[config.mk]
export PLATFORM = sky130hd
export DESIGN_NAME = spindle_follow_step_batcher_top
export DESIGN_NICKNAME = d
export VERILOG_FILES = /design/src/rtl/sfsb_pkg.sv /design/src/rtl/spindle_follow_step_batcher_top.sv /design/src/rtl/sfsb_ctrl.sv /design/src/rtl/sfsb_dpath.sv
export SDC_FILE = /design/constraint.sdc
export NUM_CORES = 2
export LEC_CHECK = 0
export BUFFER_PORTS_ARGS = -buffer_cell sky130_fd_sc_hd__buf_2
export CAP_MARGIN = 5
export CELL_PAD_IN_SITES_DETAIL_PLACEMENT = 1
export CELL_PAD_IN_SITES_GLOBAL_PLACEMENT = 2
export CORE_ASPECT_RATIO = 0.7
export CORE_UTILIZATION = 45
export CTS_CLUSTER_SIZE = 24
export DETAILED_ROUTE_END_ITERATION = 8
export PLACE_DENSITY_LB_ADDON = 0.15
export SLEW_MARGIN = 20
export SYNTH_ARGS = -nofsm -noshare
export SYNTH_HDL_FRONTEND = slang
export SYNTH_SLANG_ARGS = --single-unit
[constraint.sdc]
create_clock -name clk_i -period 15.9 [get_ports clk_i]
set_input_delay 0 -clock clk_i [delete_from_list [all_inputs] [get_ports clk_i]]
set_output_delay 0 -clock clk_i [all_outputs]
set_load 0.005 [all_outputs]
[src/rtl/sfsb_pkg.sv]
// shared types and constants of the spindle follow step batcher
// used by sfsb_ctrl, sfsb_dpath and the top level; no dependencies
`timescale 1ns / 1ps
`default_nettype none

package sfsb_pkg;

  localparam int ACC_FRAC_BITS_DEF = 24;
  localparam int MIN_SAMPLE_US     = 500;

  // steps/s in q.8: 1e6 us per second times 256
  localparam int SPEED_SCALE = 256000000;

  localparam logic [31:0] GEAR_RATIO_RESET = 32'd16777216;
  localparam logic [15:0] MAX_BATCH_RESET  = 16'd1024;

  localparam int CFG_IDX_W = 2;
  localparam logic [CFG_IDX_W-1:0] CFG_GEAR_RATIO      = 2'd0;
  localparam logic [CFG_IDX_W-1:0] CFG_MAX_BATCH_STEPS = 2'd1;

  localparam int ACTION_W = 1;
  localparam logic [ACTION_W-1:0] ACT_BATCH  = 1'b0;
  localparam logic [ACTION_W-1:0] ACT_RESYNC = 1'b1;

  // quotient bits of the speed division (numerator width)
  localparam int DIV_STEPS = 61;
  localparam int DIV_CNT_W = $clog2(DIV_STEPS);

  typedef enum logic [3:0] {
    ST_IDLE,
    ST_MUL,
    ST_ACC,
    ST_POS,
    ST_ERR,
    ST_BATCH,
    ST_CMD,
    ST_RESYNC,
    ST_SMUL,
    ST_DINIT,
    ST_DIV,
    ST_SAT,
    ST_DIFF,
    ST_FSTEP,
    ST_FILT,
    ST_OUT
  } state_e;

  typedef enum logic [4:0] {
    OP_NONE,
    OP_LOAD,
    OP_MUL,
    OP_ACC,
    OP_POS,
    OP_ERR,
    OP_BATCH,
    OP_CMD,
    OP_RESYNC,
    OP_SMUL,
    OP_DINIT,
    OP_DSTEP,
    OP_SAT,
    OP_DIFF,
    OP_FSTEP,
    OP_FILT,
    OP_OUT
  } op_e;

  typedef struct packed {
    logic waiting;
    logic sample_ok;
  } dp_status_t;

endpackage

`default_nettype wire

[src/rtl/spindle_follow_step_batcher_top.sv]
// a batch event steps through load, multiply, accumulate, position, error, batch,
// command, output; a resync through load, resync, output; a speed sample adds the
// multiply, init, bit-serial speed divider, saturate, difference and filter steps
// requests stall till idle; the next is taken while a result waits in its register
// reset (async, active low): positions, accumulator, speed filter cleared,
// direction clockwise, gear ratio 1.0, max batch 1024; no clearing pass
`timescale 1ns / 1ps
`default_nettype none

module spindle_follow_step_batcher_top #(
  parameter int ACC_FRAC_BITS = sfsb_pkg::ACC_FRAC_BITS_DEF
) (
  input  logic                           clk_i,
  input  logic                           rst_ni,
  input  logic                           cfg_valid_i,
  output logic                           cfg_ready_o,
  input  logic [sfsb_pkg::CFG_IDX_W-1:0] cfg_index_i,
  input  logic [31:0]                    cfg_data_i,
  input  logic                           in_valid_i,
  output logic                           in_stall_o,
  input  logic [0:0]                     action_i,
  input  logic signed [15:0]             encoder_delta_i,
  input  logic                           driver_stopped_i,
  input  logic [31:0]                    now_us_i,
  output logic                           out_valid_o,
  input  logic                           out_stall_i,
  output logic [15:0]                    step_count_o,
  output logic                           move_cw_o,
  output logic                           waiting_reversal_o,
  output logic signed [31:0]             commanded_position_o,
  output logic signed [31:0]             spindle_pos_o,
  output logic signed [31:0]             target_speed_o
);
  import sfsb_pkg::*;

  op_e        op;
  dp_status_t status;

  // register writes are taken in any cycle
  assign cfg_ready_o = 1'b1;

  sfsb_ctrl u_ctrl (
    .clk_i       (clk_i),
    .rst_ni      (rst_ni),
    .in_valid_i  (in_valid_i),
    .in_stall_o  (in_stall_o),
    .in_action_i (action_i),
    .out_valid_o (out_valid_o),
    .out_stall_i (out_stall_i),
    .status_i    (status),
    .op_o        (op)
  );

  sfsb_dpath #(
    .ACC_FRAC_BITS (ACC_FRAC_BITS)
  ) u_dpath (
    .clk_i                (clk_i),
    .rst_ni               (rst_ni),
    .op_i                 (op),
    .status_o             (status),
    .cfg_valid_i          (cfg_valid_i),
    .cfg_index_i          (cfg_index_i),
    .cfg_data_i           (cfg_data_i),
    .encoder_delta_i      (encoder_delta_i),
    .driver_stopped_i     (driver_stopped_i),
    .now_us_i             (now_us_i),
    .step_count_o         (step_count_o),
    .move_cw_o            (move_cw_o),
    .waiting_reversal_o   (waiting_reversal_o),
    .commanded_position_o (commanded_position_o),
    .spindle_pos_o        (spindle_pos_o),
    .target_speed_o       (target_speed_o)
  );

endmodule

`default_nettype wire

[src/rtl/sfsb_ctrl.sv]
// sequencer of the step batcher: walks one request through the datapath
// depends on sfsb_pkg; drives sfsb_dpath through op codes
`timescale 1ns / 1ps
`default_nettype none

module sfsb_ctrl (
  input  logic                clk_i,
  input  logic                rst_ni,
  input  logic                in_valid_i,
  output logic                in_stall_o,
  input  logic [0:0]          in_action_i,
  output logic                out_valid_o,
  input  logic                out_stall_i,
  input  sfsb_pkg::dp_status_t status_i,
  output sfsb_pkg::op_e        op_o
);
  import sfsb_pkg::*;

  state_e               state_q, state_d;
  logic [DIV_CNT_W-1:0] cnt_q, cnt_d;
  logic                 out_valid_q, out_valid_d;

  always_ff @(posedge clk_i or negedge rst_ni) begin
    if (!rst_ni) begin
      state_q     <= ST_IDLE;
      cnt_q       <= '0;
      out_valid_q <= 1'b0;
    end else begin
      state_q     <= state_d;
      cnt_q       <= cnt_d;
      out_valid_q <= out_valid_d;
    end
  end

  always_comb begin
    state_d     = state_q;
    cnt_d       = cnt_q;
    op_o        = OP_NONE;
    out_valid_d = out_valid_q && out_stall_i;
    case (state_q)
      ST_IDLE: begin
        if (in_valid_i) begin
          op_o    = OP_LOAD;
          state_d = (in_action_i == ACT_RESYNC) ? ST_RESYNC : ST_MUL;
        end
      end
      ST_MUL: begin
        op_o    = OP_MUL;
        state_d = ST_ACC;
      end
      ST_ACC: begin
        op_o    = OP_ACC;
        state_d = ST_POS;
      end
      ST_POS: begin
        op_o    = OP_POS;
        state_d = ST_ERR;
      end
      ST_ERR: begin
        op_o    = OP_ERR;
        state_d = ST_BATCH;
      end
      ST_BATCH: begin
        op_o    = OP_BATCH;
        state_d = ST_CMD;
      end
      ST_CMD: begin
        op_o    = OP_CMD;
        state_d = (!status_i.waiting && status_i.sample_ok) ? ST_SMUL : ST_OUT;
      end
      ST_RESYNC: begin
        op_o    = OP_RESYNC;
        state_d = ST_OUT;
      end
      ST_SMUL: begin
        op_o    = OP_SMUL;
        state_d = ST_DINIT;
      end
      ST_DINIT: begin
        op_o    = OP_DINIT;
        cnt_d   = DIV_CNT_W'(DIV_STEPS - 1);
        state_d = ST_DIV;
      end
      ST_DIV: begin
        op_o = OP_DSTEP;
        if (cnt_q == '0) begin
          state_d = ST_SAT;
        end else begin
          cnt_d = cnt_q - 1'b1;
        end
      end
      ST_SAT: begin
        op_o    = OP_SAT;
        state_d = ST_DIFF;
      end
      ST_DIFF: begin
        op_o    = OP_DIFF;
        state_d = ST_FSTEP;
      end
      ST_FSTEP: begin
        op_o    = OP_FSTEP;
        state_d = ST_FILT;
      end
      ST_FILT: begin
        op_o    = OP_FILT;
        state_d = ST_OUT;
      end
      ST_OUT: begin
        // result register free or being drained this cycle
        if (!out_valid_q || !out_stall_i) begin
          op_o        = OP_OUT;
          out_valid_d = 1'b1;
          state_d     = ST_IDLE;
        end
      end
      default: begin
        state_d = ST_IDLE;
      end
    endcase
  end

  assign in_stall_o  = (state_q != ST_IDLE);
  assign out_valid_o = out_valid_q;

  a_accept_starts_work: assert property (@(posedge clk_i) disable iff (!rst_ni)
    (in_valid_i && !in_stall_o) |=> (state_q == ST_MUL || state_q == ST_RESYNC))
    else $error("accepted request did not start the sequence");

  a_valid_rises_from_out: assert property (@(posedge clk_i) disable iff (!rst_ni)
    $rose(out_valid_o) |-> $past(state_q == ST_OUT))
    else $error("result shown outside the output step");

  a_div_ends: assert property (@(posedge clk_i) disable iff (!rst_ni)
    (state_q == ST_DIV && cnt_q == '0) |=> state_q == ST_SAT)
    else $error("divider did not finish after its last step");

  a_out_waits: assert property (@(posedge clk_i) disable iff (!rst_ni)
    (state_q == ST_OUT && out_valid_o && out_stall_i) |=> state_q == ST_OUT)
    else $error("held result overwritten");

endmodule

`default_nettype wire

[src/rtl/sfsb_dpath.sv]
// datapath of the step batcher: gear accumulator, batch decision,
// speed divider and filter, config and result registers; uses sfsb_pkg
`timescale 1ns / 1ps
`default_nettype none

module sfsb_dpath #(
  parameter int ACC_FRAC_BITS = sfsb_pkg::ACC_FRAC_BITS_DEF
) (
  input  logic                          clk_i,
  input  logic                          rst_ni,
  input  sfsb_pkg::op_e                 op_i,
  output sfsb_pkg::dp_status_t          status_o,
  input  logic                          cfg_valid_i,
  input  logic [sfsb_pkg::CFG_IDX_W-1:0] cfg_index_i,
  input  logic [31:0]                   cfg_data_i,
  input  logic signed [15:0]            encoder_delta_i,
  input  logic                          driver_stopped_i,
  input  logic [31:0]                   now_us_i,
  output logic [15:0]                   step_count_o,
  output logic                          move_cw_o,
  output logic                          waiting_reversal_o,
  output logic signed [31:0]            commanded_position_o,
  output logic signed [31:0]            spindle_pos_o,
  output logic signed [31:0]            target_speed_o
);
  import sfsb_pkg::*;

  localparam int AccW = 32 + ACC_FRAC_BITS;

  // config and persistent state
  logic [31:0]     gear_q;
  logic [15:0]     max_batch_q;
  logic [AccW-1:0] accum_q;
  logic [31:0]     target_q;
  logic [31:0]     commanded_q;
  logic            dir_q;
  logic [31:0]     last_time_q;
  logic [31:0]     last_target_q;
  logic [39:0]     filt_q;

  // per request working registers
  logic signed [15:0] enc_q;
  logic               stopped_q;
  logic [31:0]        now_q;
  logic signed [47:0] prod_q;
  logic [31:0]        err_q;
  logic [15:0]        steps_q;
  logic               waiting_q;
  logic [31:0]        dt_q;
  logic [31:0]        dpos_q;
  logic [59:0]        num_mag_q;
  logic               dpos_neg_q;
  logic [60:0]        num_q;
  logic [32:0]        den_q;
  logic [33:0]        rem_q;
  logic [60:0]        quo_q;
  logic [39:0]        inst_q;
  logic signed [46:0] diff51_q;
  logic [39:0]        step_q;

  // result register
  logic [15:0] res_steps_q;
  logic        res_cw_q;
  logic        res_wait_q;
  logic [31:0] res_cmd_q;
  logic [31:0] res_tgt_q;
  logic [31:0] res_spd_q;

  // product aligned to the accumulator fraction
  logic signed [63:0] prod_ext;
  logic [AccW-1:0]    prod_aligned;
  assign prod_ext = 64'(prod_q);

  if (ACC_FRAC_BITS >= 24) begin : g_align_up
    assign prod_aligned = AccW'(prod_ext <<< (ACC_FRAC_BITS - 24));
  end else begin : g_align_down
    localparam int Sh = 24 - ACC_FRAC_BITS;
    logic        prod_neg;
    logic [47:0] prod_mag;
    logic [47:0] prod_rnd;
    assign prod_neg     = prod_q[47];
    assign prod_mag     = prod_neg ? (48'd0 - prod_q) : prod_q;
    assign prod_rnd     = (prod_mag + (48'd1 << (Sh - 1))) >> Sh;
    assign prod_aligned = prod_neg ? AccW'(64'd0 - 64'(prod_rnd)) : AccW'(prod_rnd);
  end

  // accumulator rounded to whole steps, half away from zero
  logic            acc_neg;
  logic [AccW-1:0] acc_mag;
  logic [AccW-1:0] acc_rnd;
  logic [31:0]     pos_mag;
  logic [31:0]     target_d;
  assign acc_neg  = accum_q[AccW-1];
  assign acc_mag  = acc_neg ? (~accum_q + 1'b1) : accum_q;
  assign acc_rnd  = acc_mag + (AccW'(1) << (ACC_FRAC_BITS - 1));
  assign pos_mag  = acc_rnd[AccW-1:ACC_FRAC_BITS];
  assign target_d = acc_neg ? (32'd0 - pos_mag) : pos_mag;

  // batch decision
  logic        err_cw;
  logic        reversal;
  logic        waiting_d;
  logic [31:0] err_mag;
  logic [15:0] steps_d;
  assign err_cw    = !err_q[31];
  assign reversal  = (|err_q) && (err_cw != dir_q);
  assign waiting_d = reversal && !stopped_q;
  assign err_mag   = err_q[31] ? (32'd0 - err_q) : err_q;
  assign steps_d   = (err_mag > 32'(max_batch_q)) ? max_batch_q : err_mag[15:0];

  logic sample_ok;
  assign sample_ok = (dt_q >= 32'(MIN_SAMPLE_US));

  logic [31:0] dpos_abs;
  assign dpos_abs = dpos_q[31] ? (32'd0 - dpos_q) : dpos_q;

  // one restoring division step
  logic [33:0] rem_sh;
  logic [34:0] trial;
  assign rem_sh = {rem_q[32:0], num_q[60]};
  assign trial  = 35'(rem_sh) - 35'(den_q);

  // quotient clamped to the q.8 speed range
  logic        quo_big;
  logic [39:0] inst_d;
  assign quo_big = |quo_q[60:39];
  always_comb begin
    if (dpos_neg_q) begin
      inst_d = quo_big ? 40'h80_0000_0000 : (40'd0 - quo_q[39:0]);
    end else begin
      inst_d = quo_big ? 40'h7F_FFFF_FFFF : quo_q[39:0];
    end
  end

  logic signed [40:0] diff41;
  assign diff41 = $signed({inst_q[39], inst_q}) - $signed({filt_q[39], filt_q});

  // alpha step rounded half away from zero
  logic        s_neg;
  logic [46:0] s_mag;
  logic [46:0] s_rnd;
  assign s_neg = diff51_q[46];
  assign s_mag = s_neg ? (47'd0 - diff51_q) : diff51_q;
  assign s_rnd = (s_mag + 47'd128) >> 8;

  logic [40:0] sum41;
  logic [39:0] sum_sat;
  logic [39:0] filt_d;
  assign sum41   = {filt_q[39], filt_q} + {step_q[39], step_q};
  assign sum_sat = (sum41[40] != sum41[39]) ?
                   (sum41[40] ? 40'h80_0000_0000 : 40'h7F_FFFF_FFFF) : sum41[39:0];
  // deadband below half a step per second
  assign filt_d  = (($signed(sum_sat) > -40'sd128) && ($signed(sum_sat) < 40'sd128)) ?
                   40'd0 : sum_sat;

  // filtered speed back to whole steps per second
  logic        f_neg;
  logic [39:0] f_mag;
  logic [39:0] f_rnd;
  logic [31:0] spd_d;
  assign f_neg = filt_q[39];
  assign f_mag = f_neg ? (40'd0 - filt_q) : filt_q;
  assign f_rnd = (f_mag + 40'd128) >> 8;
  always_comb begin
    if (!f_neg && f_rnd > 40'h00_7FFF_FFFF) begin
      spd_d = 32'h7FFF_FFFF;
    end else if (f_neg && f_rnd > 40'h00_8000_0000) begin
      spd_d = 32'h8000_0000;
    end else begin
      spd_d = f_neg ? (32'd0 - f_rnd[31:0]) : f_rnd[31:0];
    end
  end

  always_ff @(posedge clk_i or negedge rst_ni) begin
    if (!rst_ni) begin
      gear_q        <= GEAR_RATIO_RESET;
      max_batch_q   <= MAX_BATCH_RESET;
      accum_q       <= '0;
      target_q      <= '0;
      commanded_q   <= '0;
      dir_q         <= 1'b1;
      last_time_q   <= '0;
      last_target_q <= '0;
      filt_q        <= '0;
    end else begin
      if (cfg_valid_i) begin
        case (cfg_index_i)
          CFG_GEAR_RATIO:      gear_q      <= cfg_data_i;
          CFG_MAX_BATCH_STEPS: max_batch_q <= cfg_data_i[15:0];
          default: ;
        endcase
      end
      case (op_i)
        OP_ACC:    accum_q  <= accum_q + prod_aligned;
        OP_POS:    target_q <= target_d;
        OP_BATCH: begin
          if (reversal && stopped_q) begin
            dir_q <= err_cw;
          end
        end
        OP_CMD: begin
          if (!waiting_q) begin
            commanded_q <= dir_q ? (commanded_q + 32'(steps_q))
                                 : (commanded_q - 32'(steps_q));
            if (sample_ok) begin
              last_time_q   <= now_q;
              last_target_q <= target_q;
            end
          end
        end
        OP_RESYNC: commanded_q <= target_q;
        OP_FILT:   filt_q      <= filt_d;
        default: ;
      endcase
    end
  end

  always_ff @(posedge clk_i) begin
    case (op_i)
      OP_LOAD: begin
        enc_q     <= encoder_delta_i;
        stopped_q <= driver_stopped_i;
        now_q     <= now_us_i;
      end
      OP_MUL: prod_q <= $signed(48'(enc_q)) * $signed({16'd0, gear_q});
      OP_ERR: err_q  <= target_q - commanded_q;
      OP_BATCH: begin
        steps_q   <= waiting_d ? 16'd0 : steps_d;
        waiting_q <= waiting_d;
        dt_q      <= now_q - last_time_q;
      end
      OP_CMD: dpos_q <= target_q - last_target_q;
      OP_RESYNC: begin
        steps_q   <= 16'd0;
        waiting_q <= 1'b0;
      end
      OP_SMUL: begin
        num_mag_q  <= 60'(dpos_abs) * 60'(SPEED_SCALE);
        dpos_neg_q <= dpos_q[31];
      end
      OP_DINIT: begin
        // (2*|num| + dt) / (2*dt) rounds half away from zero
        num_q <= {num_mag_q, 1'b0} + 61'(dt_q);
        den_q <= {dt_q, 1'b0};
        rem_q <= '0;
      end
      OP_DSTEP: begin
        num_q <= {num_q[59:0], 1'b0};
        if (!trial[34]) begin
          rem_q <= trial[33:0];
          quo_q <= {quo_q[59:0], 1'b1};
        end else begin
          rem_q <= rem_sh;
          quo_q <= {quo_q[59:0], 1'b0};
        end
      end
      OP_SAT:   inst_q   <= inst_d;
      OP_DIFF:  diff51_q <= $signed({{6{diff41[40]}}, diff41}) * 47'sd51;
      OP_FSTEP: step_q   <= s_neg ? 40'(47'd0 - s_rnd) : s_rnd[39:0];
      OP_OUT: begin
        res_steps_q <= steps_q;
        res_cw_q    <= dir_q;
        res_wait_q  <= waiting_q;
        res_cmd_q   <= commanded_q;
        res_tgt_q   <= target_q;
        res_spd_q   <= spd_d;
      end
      default: ;
    endcase
  end

  assign status_o.waiting   = waiting_q;
  assign status_o.sample_ok = sample_ok;

  assign step_count_o         = res_steps_q;
  assign move_cw_o            = res_cw_q;
  assign waiting_reversal_o   = res_wait_q;
  assign commanded_position_o = $signed(res_cmd_q);
  assign spindle_pos_o        = $signed(res_tgt_q);
  assign target_speed_o       = $signed(res_spd_q);

endmodule

`default_nettype wire
==> results_dict.tcl <==
set metrics [dict create \
    setup_violations 0 \
    clock.fmax_ghz 0.111 \
    fin_crit_sh_pct 56.6 \
    synth_cell_types 100 \
    synth_nets 11100 \
    fin_crit_ns 9.00 \
    cp-startpoint "u_dpath.dpos_q[0]$_DFFE_PN_" \
    p_leak_uw 0.0453 \
    wl_um 284000 \
    powerDensity_mw_per_mm2 159 \
    cts.sinks 969 \
    cp_slowest_cell "a2111oi_0" \
    floorplan.initialDensity_pct 45.3 \
    stdcell_count 12600 \
    avgSynthCellArea_um2 9.38 \
    vias_per_cell 5.70 \
    synth-warning-count 0 \
    clk_pin_slew_ns 0.07 \
    drtPass1Iterations 5 \
    synth_edf_count 685 \
    drcViolationCount 0 \
    numCtsBuffers 108 \
    synthFlopType "edfxtp_1" \
    reg2regPathDepth 30 \
    crit_arrival_ns 9.47 \
    first_iter_violations 4559 \
    end_kind "register" \
    maxSlewViolCount 0 \
    slew-limit-headroom_pct 26.8 \
    overflow 0 \
    synth_cells 9608 \
    ir_drop_mv 0.513 \
    core_area_mm2 0.199 \
    globalplace.congestion 0.911 \
    multi_input_area_mm2 0.0564 \
    synth-seq-cells 969 \
    status "finished, final reports clean" \
    syn_area_mm2 0.0902 \
    whs_endpoint "u_dpath.now_q[31]$_DFFE_PN_" \
    rows 137 \
    path_max_fanout 8 \
    grt.total_usage_pct 28.0 \
    rsz0062_at_grt "no" \
    setup_ws_ns 6.90 \
    fp.dieArea_mm2 0.202 \
    hold_depth 2 \
    async_reset_ff_share_pct 29.3 \
    ant_nets 0 \
    dp_slack_ns 6.91 \
    nets 11300 \
    avgRoutedWirePerCell_um 22.6 \
    antenna_found_initial 14 \
    worstSkewPairLatency_ns 0.75 \
    placed_area_mm2 0.0941 \
    htree_levels 3 \
    r2r-start "u_dpath.dpos_q[0]$_DFFE_PN_" \
    ff_latch_area_mm2 0.0277 \
    grt_pass1_wl_um 441000 \
    place_inst 12200 \
    hpwl_um 217000 \
    postLayoutCellArea_mm2 0.0992 \
    vias 71600 \
    hold_viol 0 \
    grt_pass1_vias 74800 \
    slowest_delay_ns 0.58 \
    cts_tree "yes" \
    io_pins 206 \
    required_ns 16.37 \
    cp-start-kind "register" \
    grt_max_degree 100 \
    tightest_slew_ns 1.08 \
    r2r_setup_slack_ns 6.90 \
    port_buffers 204 \
    skew_ns 0.0370 \
    setup_tns_ns 0 \
    area_delta_synth_final_pct 10.1 \
    nFillCells 22700 \
    die_y_um 376 \
    yosysSeqAreaShare_pct 30.7 \
    cts_buffer_depth 3 \
    r2r-end "u_dpath.num_mag_q[52]$_DFFE_PN_" \
    drive_above_1_share_pct 7.29 \
    chipWidth_um 537 \
    path_class "reg -> reg" \
    hold_class "in -> reg" \
    max-cap-violations 0 \
    min_from "now_us_i[31]" \
    cts_root_buffer "clkbuf_16" \
]
metal layers:
layer	up-vias	GRT usage, %	wire (um)
met4	4	7.67	7890
met1	36400	41.0	137000
li1	33400	-	-
met2	1564	43.1	124000
met5	-	0	23
met3	341	3.98	15100
worst max path at each step:
stage	endpoint	slack, ns	cells past startpoint
final	u_dpath.num_mag_q[52]$_DFFE_PN_	6.90	30
after global routing	u_dpath.num_mag_q[52]$_DFFE_PN_	6.33	30
after floorplan	u_dpath.num_mag_q[52]$_DFFE_PN_	8.24	30
after global placement	u_dpath.num_mag_q[52]$_DFFE_PN_	7.18	30
after detailed placement	u_dpath.num_mag_q[52]$_DFFE_PN_	6.91	30
after CTS	u_dpath.num_mag_q[52]$_DFFE_PN_	6.89	30
power by group:
| part | total (uW) | switching, uW | internal (uW) |
|---|---|---|---|
| Clock | 2690 | 1190 | 1490 |
| Combinational | 9750 | 5600 | 4140 |
| Sequential | 3310 | 106 | 3210 |
| Total | 15700 | 6900 | 8850 |
metrics by stage:
step | total power, uW | util [%] | hold slack, ns
2_1_floorplan | 10300 | - | -0.296
3_3_place_gp | 12900 | 47.2 | 0.0317
3_5_place_dp | 13200 | 47.2 | 0.0618
4_1_cts | 16000 | 49.8 | 0.000967
5_1_grt | 17100 | 49.8 | 0.0116
6_report | 15700 | 49.8 | 0.0360
cell usage after synthesis, drive strengths merged (30+ instances only):
master / instances / area, um2
a21o: 188 / 1410
nand2: 936 / 3510
or2: 48 / 300
mux2: 120 / 1350
ha: 761 / 9520
o21ai: 476 / 2390
or4: 43 / 330
and2: 226 / 1410
and3: 61 / 387
buf: 42 / 181
nor4: 72 / 500
o21a: 103 / 773
o31ai: 76 / 576
nand4: 91 / 582
a21oi: 525 / 2630
nand2b: 101 / 632
dfrtp: 281 / 7030
o211ai: 30 / 225
xor2: 251 / 2200
nor2: 588 / 2210
o21bai: 70 / 526
a211oi: 94 / 706
fa: 627 / 12600
xnor2: 501 / 4390
edfxtp: 685 / 20600
nor3: 149 / 756
inv: 1326 / 4980
clkbuf: 278 / 1040
o22ai: 36 / 225
nand3: 137 / 686
or3: 92 / 581
a31oi: 89 / 572
nor2b: 56 / 350
mux2i: 40 / 400
worst max-delay path: cells and delay by family (launching register included):
| family | cells | cell delay (ns) |
|---|---|---|
| AOI/OAI and AO/OA | 10 | 2.89 |
| xor gates and xnor gates | 4 | 0.89 |
| adders and majority gates | 6 | 2.68 |
| buffers and inverters | 6 | 0.77 |
| DFF | 1 | 0.56 |
| and+or+nand+nor | 4 | 0.93 |
flip-flops by register name, summed over array words and instances (netlist names), 33 cells and up:
register,count
u_dpath.accum_q,56
u_dpath.diff51_q,47
u_dpath.filt_q,40
u_dpath.inst_q,40
u_dpath.num_mag_q,46
u_dpath.num_q,61
u_dpath.prod_q,48
u_dpath.quo_q,61
u_dpath.rem_q,33
u_dpath.step_q,40
cells in the final DEF (no fill, tap or decap), types with 22 or more instances in the layout:
master,instances
or3_1,90
a21oi_1,522
o21ai_0,469
ha_1,761
o31ai_1,75
o21bai_1,70
a21o_1,188
xnor2_1,499
o41ai_1,29
nor2_1,582
o21a_1,103
fa_1,627
and4_1,23
nor2b_1,56
and3_1,59
and2_1,225
o22ai_1,36
a211oi_1,93
nor3_1,141
edfxtp_1,685
nand2b_1,99
nand3_1,136
dlygate4sd3_1,137
or2_2,46
buf_2,203
nor4_1,63
dfrtp_1,279
mux2i_1,40
inv_1,1322
xor2_1,251
a31oi_1,88
clkbuf_16,110
buf_4,87
nor3b_1,22
nand2_1,934
a211o_1,25
o211ai_1,30
nand4_1,89
or4_1,41
mux2_2,120
layout make-up:
class | count | share of cell area [%]
Clock inverter | 80 | 0.872
Multi-Input combinational cell | 6988 | 56.9
Timing Repair Buffer | 430 | 3.13
Clock buffer | 125 | 2.86
Antenna cell | 11 | 0.0277
Inverter | 1331 | 5.04
Sequential cell | 969 | 27.9
Tap cell | 2641 | 3.33
what timing repair did:
item,CTS,global route
buffers inserted,0,0
hold buffers,138,0
resized for setup,0,0
endpoints found under the hold margin,202,0
kinds of logic after synthesis:
logic type,count (synthesis),share of synthesized area [%]
and+or+nand+nor,2692,14.4
AOI/OAI and AO/OA,1976,14.0
buffers and inverters,1651,6.90
adders and majority gates,1405,24.7
DFF,969,30.7
xor gates and xnor gates,754,7.36
muxes,160,1.94
other,1,0.00416
Note: power is estimated with default switching activity, not from simulation.
